--- config.mk ---
export PLATFORM = sky130hd
export DESIGN_NAME = tlc_ctrl
export DESIGN_NICKNAME = d
export VERILOG_FILES = /design/src/hdl/tlc_pkg.sv /design/src/hdl/tlc_ctrl.sv
export SDC_FILE = /design/constraint.sdc
export NUM_CORES = 1
export LEC_CHECK = 0
export BUFFER_PORTS_ARGS = -buffer_cell sky130_fd_sc_hd__buf_2
export CORE_AREA = 2 2 39 41
export DETAILED_ROUTE_END_ITERATION = 10
export DIE_AREA = 0 0 41 43
export SLEW_MARGIN = 20
export SYNTH_ARGS = -nofsm -noshare
export SYNTH_HDL_FRONTEND = slang
export SYNTH_SLANG_ARGS = --single-unit
--- constraint.sdc ---
create_clock -name clk -period 2.59 [get_ports clk]
set_clock_uncertainty 0.2 [all_clocks]
set_input_delay 0.518 -clock clk [delete_from_list [all_inputs] [get_ports clk]]
set_output_delay 0.518 -clock clk [all_outputs]
set_load 0.01 [all_outputs]
--- src/hdl/tlc_pkg.sv ---
// shared types and constants of the two-level write-back cache
package tlc_pkg;

  localparam int WORD_BYTES  = 4;
  localparam int BLOCK_BYTES = 64;
  localparam int L1_LINES    = 256;
  localparam int L2_SETS     = 512;
  localparam int L2_WAYS     = 2;
  localparam int MEM_BYTES   = 1048576;

  localparam int ADDR_W      = 20;
  localparam int WORD_W      = 32;
  localparam int COST_W      = 16;
  localparam int BW          = BLOCK_BYTES / WORD_BYTES;
  localparam int BLOCK_BITS  = BW * WORD_W;
  localparam int WORD_LSB    = $clog2(WORD_BYTES);
  localparam int BLK_LSB     = $clog2(BLOCK_BYTES);
  localparam int OFF_W       = BLK_LSB - WORD_LSB;
  localparam int BLK_W       = ADDR_W - BLK_LSB;
  localparam int L1_IDX_W    = $clog2(L1_LINES);
  localparam int L1_TAG_W    = BLK_W - L1_IDX_W;
  localparam int L1_ROW_W    = L1_TAG_W + BLOCK_BITS;
  localparam int L2_SET_W    = $clog2(L2_SETS);
  localparam int L2_TAG_W    = BLK_W - L2_SET_W;
  localparam int L2_WAY_W    = $clog2(L2_WAYS);
  localparam int L2_LINES    = L2_SETS * L2_WAYS;
  localparam int MEM_BLOCKS  = MEM_BYTES / BLOCK_BYTES;
  localparam int MEM_BLK_W   = $clog2(MEM_BLOCKS);
  localparam int CFG_COUNT   = 6;
  localparam int CFG_IDX_W   = 3;

  // configuration register indexes
  typedef enum logic [CFG_IDX_W-1:0] {
    CFG_L1_READ   = 3'd0,
    CFG_L1_WRITE  = 3'd1,
    CFG_L2_READ   = 3'd2,
    CFG_L2_WRITE  = 3'd3,
    CFG_MEM_READ  = 3'd4,
    CFG_MEM_WRITE = 3'd5
  } cfg_reg_t;

  localparam logic [COST_W-1:0] CFG_RESET [CFG_COUNT] = '{
    16'd1, 16'd1, 16'd10, 16'd10, 16'd100, 16'd100
  };

  // per-set L2 bookkeeping, both ways in one row
  typedef struct packed {
    logic                               victim;
    logic [L2_WAYS-1:0]                 valid;
    logic [L2_WAYS-1:0]                 dirty;
    logic [L2_WAYS-1:0][L2_TAG_W-1:0]   tag;
  } meta_t;

  typedef enum logic [3:0] {
    ST_CLEAR,
    ST_IDLE,
    ST_L1_CHK,
    ST_L2_META,
    ST_L2_CHK,
    ST_VICT_RD,
    ST_VICT_WB,
    ST_MEM_RD,
    ST_FILL,
    ST_L2_OP,
    ST_L2_RDWAIT,
    ST_FINISH
  } state_t;

  typedef struct packed {
    logic capture;
    logic err_out;
    logic req_wb;
    logic req_fill;
    logic meta_rd;
    logic l2_chk;
    logic vict_rd;
    logic vict_wb;
    logic mem_rd;
    logic fill;
    logic l2_op;
    logic l2_rdwait;
    logic finish;
    logic clear;
  } cmd_t;

  typedef struct packed {
    logic range_err;
    logic l1_hit;
    logic l1_wb;
    logic l2_hit;
    logic vict_dirty;
    logic req_wr;
    logic clr_last;
  } status_t;

endpackage

--- src/hdl/tlc_ctrl.sv ---
// sequencing state machine of the two-level cache
module tlc_ctrl import tlc_pkg::*; (
  input  logic    clk,
  input  logic    rst,
  input  logic    start,
  input  status_t status,
  output cmd_t    cmd,
  output logic    busy
);

  state_t state, state_next;

  // state register
  always_ff @(posedge clk) begin
    if (rst) begin
      state <= ST_CLEAR;
    end else begin
      state <= state_next;
    end
  end

  assign busy = (state != ST_IDLE);

  // next state and commands
  always_comb begin
    state_next = state;
    cmd        = '0;
    unique case (state)
      ST_CLEAR: begin
        cmd.clear = 1'b1;
        if (status.clr_last) state_next = ST_IDLE;
      end
      ST_IDLE: begin
        if (start) begin
          cmd.capture = 1'b1;
          if (status.range_err) begin
            cmd.err_out = 1'b1;
          end else begin
            state_next = ST_L1_CHK;
          end
        end
      end
      ST_L1_CHK: begin
        if (status.l1_hit) begin
          state_next = ST_FINISH;
        end else if (status.l1_wb) begin
          cmd.req_wb = 1'b1;
          state_next = ST_L2_META;
        end else begin
          cmd.req_fill = 1'b1;
          state_next   = ST_L2_META;
        end
      end
      ST_L2_META: begin
        cmd.meta_rd = 1'b1;
        state_next  = ST_L2_CHK;
      end
      ST_L2_CHK: begin
        cmd.l2_chk = 1'b1;
        if (status.l2_hit)          state_next = ST_L2_OP;
        else if (status.vict_dirty) state_next = ST_VICT_RD;
        else                        state_next = ST_MEM_RD;
      end
      ST_VICT_RD: begin
        cmd.vict_rd = 1'b1;
        state_next  = ST_VICT_WB;
      end
      ST_VICT_WB: begin
        cmd.vict_wb = 1'b1;
        state_next  = ST_MEM_RD;
      end
      ST_MEM_RD: begin
        cmd.mem_rd = 1'b1;
        state_next = ST_FILL;
      end
      ST_FILL: begin
        cmd.fill   = 1'b1;
        state_next = ST_L2_OP;
      end
      ST_L2_OP: begin
        cmd.l2_op = 1'b1;
        if (status.req_wr) begin
          cmd.req_fill = 1'b1;
          state_next   = ST_L2_META;
        end else begin
          state_next = ST_L2_RDWAIT;
        end
      end
      ST_L2_RDWAIT: begin
        cmd.l2_rdwait = 1'b1;
        state_next    = ST_FINISH;
      end
      ST_FINISH: begin
        cmd.finish = 1'b1;
        state_next = ST_IDLE;
      end
      default: state_next = ST_IDLE;
    endcase
  end

endmodule

Word level (Yosys, flattened, before mapping)
Cells that the tools add are included.
{"block": "op_classes", "addsub": 0, "multipliers": 0, "div": 0, "order_cmp": 0, "eq_ne": 15, "n_shift": 0, "muxes": 27, "n_bitwise": 0, "n_reduce_logical": 2}
{"operator": "4-bit one-hot mux with 11 select lines", "n": 1}
{"operator": "4-bit two-way mux", "n": 6}
{"operator": "4-bit by 3-bit equality test with 1-bit output (second input constant)", "n": 4}
{"operator": "4-bit equality test (second input constant)", "n": 4}
{"operator": "1-bit two-way mux", "n": 15}
{"operator": "4-bit by 2-bit equality test with 1-bit output (second input constant)", "n": 2}
{"operator": "2-bit two-way mux", "n": 4}
{"operator": "2-bit inequality test (second input constant)", "n": 3}
{"operator": "4-bit by 1-bit equality test with 1-bit output (second input constant)", "n": 1}
{"operator": "4-bit logical NOT", "n": 1}
{"operator": "4-bit by 1-bit inequality test with 1-bit output (second input constant)", "n": 1}
{"operator": "3-bit AND reduction", "n": 1}
{"operator": "1-bit one-hot mux with 2 select lines", "n": 1}
{"block": "totals", "reg_bits": 4, "latchBits": 0, "ramBits": 0, "mem_bits_ro": 0, "input_bits": 10, "out_inout_bits": 15, "elab_cells": 45, "memories": 0}

Depth between registers and ports, before layout
{"block": "depth", "word_depth": 3, "depth_mapped": 5, "depth_no_buf": 4}

Least setup slack after synthesis
Ideal clock, no wire load.
{"block": "synth_path", "kind": "flip-flop to output port", "startpoint": "reg state[2]", "endpoint": "out cmd[10] in the netlist's numbering", "t_arrival_ps": 1183, "required_time_ps": 1872, "path_slack_ps": 689, "stages_incl_launch_ff": 4, "path_buffers": 1, "cell_sequence": "dfxtp_1 or2_1 clkbuf_1 o41ai_1"}
{"item": "start: declaration", "line": "tlc_ctrl.sv:11", "rtl": "state_t state, state_next;"}
{"item": "start signal: assignment", "line": "tlc_ctrl.sv:18", "rtl": "state <= state_next;"}
{"item": "end: declaration", "line": "tlc_ctrl.sv:7", "rtl": "output cmd_t cmd,"}

==> results.tsv <==
stage	metric	value	unit
routing	route.detailed.drc	0	
clock_network	clock_latency	0.24	ns
grt	grt.total_usage	0.136	
pwr	switching_share	0.384	
routing	num_vias	475	
finish	postLayoutCoreUtil	0.385	
place	port-buffer-count	24	
finish	largest_reg_flops	4	
clock_network	clock_path_buffers	2	
clock_network	cts.htree.levels	1	
min_path	min_from	rst	
sta	finalCritPeriodShare	0.853	
worst_setup_path	path_class	reg2out	
yosys	synth-seq-cells	4	
yosys	synth_cell_type_count	31	
worst_setup_path	cp_data_required_time	1.87	ns
pwr	p_leak	0.273	nW
sta	drv_slew	0	
job	cap_viol_max_count	0	
finish	top_regs	state: 4 flops	
finish	final_common_cell	buf_2	
yosys	synth_edf_count	0	
yosys	syn-num-nets	67	
routing	drt_iter0_markers	5	
sta	fmax	453	MHz
floorplanning	die_x	41	um
worst_setup_path	r2r_slack	1.04	ns
routing	wl_per_cell	11.0	um
finish	drive_above_1_share	0.392	
clock_network	cts_hold_buf	0	
clock_network	cts_tree	built	
pwr	pwr-share-seq	0.333	
pwr	switchingPower	106	uW
finish	final_cell_area	533	um2
place	dpl.hpwl	815	um
routing	routed_via_density	5.00	
clock_network	tritoncts.num_buffers	3	
clock_network	postCtsResizedCells	0	
place	placed_cell_area	510	um2
worst_setup_path	crit_start	state[0]	
grt	grt_overflow	0	
sta	relSlewSlack	0.722	
floorplanning	fp-row-count	14	
pwr	p_int	170	uW
floorplanning	ios	25	
grt	grt_antenna_before_repair	0	
finish	syn_to_final_growth	33.5	%
worst_setup_path	cp_max_fo	13	
grt	grt_pass1_wl	1650	um
finish	mostFrequentLayoutCells	buf_2, nor3_1, nand2_1, nor2_1, inv_1	
finish	diodes	0	
pwr	clockPowerShare	0.281	
sta	tns	0	ns
routing	drt-total-wl	1040	um
pwr	combPwrFrac	0.386	
pwr	p_total	276	uW
min_path	hp-class	in2reg	
finish	final_nets	91	
yosys	ys_seq_area_frac	0.201	
routing	ant_nets	0	
clock_network	clkTransAtPathRegs	0.04	ns
pwr	ir_drop	0.302	mV
sta	hold_viol_final	0	
pwr	p_per_area	518	nW/um2
yosys	synth_ff_type	dfxtp_1	
clock_network	clock-root-buffer	clkbuf_4	
yosys	ys_async_sr_fraction	0	
finish	max_flop_register	state	
yosys	syn_avg_cell_area	7.00	um2
worst_setup_path	start_kind	flip-flop	
sta	rsz0062_at_grt	no	
clock_network	cts_setup_buffers	0	
sta	period_minus_slack	2.21	ns
finish	fillerInstances	163	
worst_setup_path	arrival	1.49	ns
sta	setup_viol	0	
floorplanning	core	1380	um2
worst_setup_path	r2r_start	state[0]	
yosys	synthCells	57	
routing	drt_first_pass_iters	3	
status	status	finished clean	
floorplanning	die_area	1760	um2
sta	tightest_slew	0.416	ns
yosys	ys_warn_count	0	
worst_setup_path	end_kind	output pin	
place	gp_congestion	0.781	
clock_network	clkSinkCount	4	
yosys	synthesis.area	399	um2
floorplanning	die_height	43	um
grt	grt_pass1_vias	372	
grt	grt_start_max_net_pins	14	
floorplanning	start_util	0.288	
## stage by stage
step	hold slack [ns]	instances	setup slack, ns
finish	0.325	95	0.381
global placement	0.458	92	0.667
global route	0.324	95	0.222
detailed placement	0.455	92	0.626
CTS	0.314	95	0.370
floorplan	0.383	57	0.689
## final cells by class
type | instances | area (um2) | area share
Multi-Input combinational cell | 42 | 264 | 0.495
Sequential cell | 4 | 80.1 | 0.150
Clock buffer | 3 | 22.5 | 0.0423
Timing Repair Buffer | 25 | 128 | 0.239
Tap cell | 16 | 20.0 | 0.0376
Inverter | 5 | 18.8 | 0.0352
## Yosys cell counts, types with 2 or more instances
cell      count  area share
buf_2         2       0.025
clkbuf_1      2       0.019
dfxtp_1       4        0.20
inv_1         5       0.047
nand2_1       6       0.056
nor2_1        6       0.056
nor3_1        6       0.075
nor4_1        2       0.031
o21ai_0       2       0.025
## power groups by stage
stage | Clock [mW] | Combinational, mW | Sequential [mW]
after global placement | 0 | 0.107 | 0.0913
after detailed placement | 0 | 0.107 | 0.0924
after CTS | 0.0810 | 0.108 | 0.0913
after global routing | 0.0858 | 0.120 | 0.0947
final | 0.0776 | 0.106 | 0.0919
after floorplan | 0 | 0.0916 | 0.0748
## cells by family after synthesis
kind of cell,after synthesis,synth area share
AO/OA/AOI/OAI,12,0.248
buffers and inverters,11,0.138
flip-flops,4,0.201
AND/OR/NAND/NOR,30,0.414
## path summary, 6_finish.rpt
check,cells after the start,endpoint
worst max register to register,4,state[1]
worst min-delay path,2,state[0]
worst min register to register,2,state[2]
worst max-delay path,3,cmd[10]
## metal layers
layer	routed length (um)	vias up	GRT usage
li1	-	251	-
met1	512	198	0.199
met2	419	24	0.181
met3	91	2	0.0314
met4	19	0	0.0600
met5	0	-	0
## critical path: stages (launching register included)
cell and delay (ns):
dfxtp_1 0.41, or2_1 0.34, o41ai_1 0.31, buf_2 0.18
No activity file was read; power rests on OpenSTA's default activity.
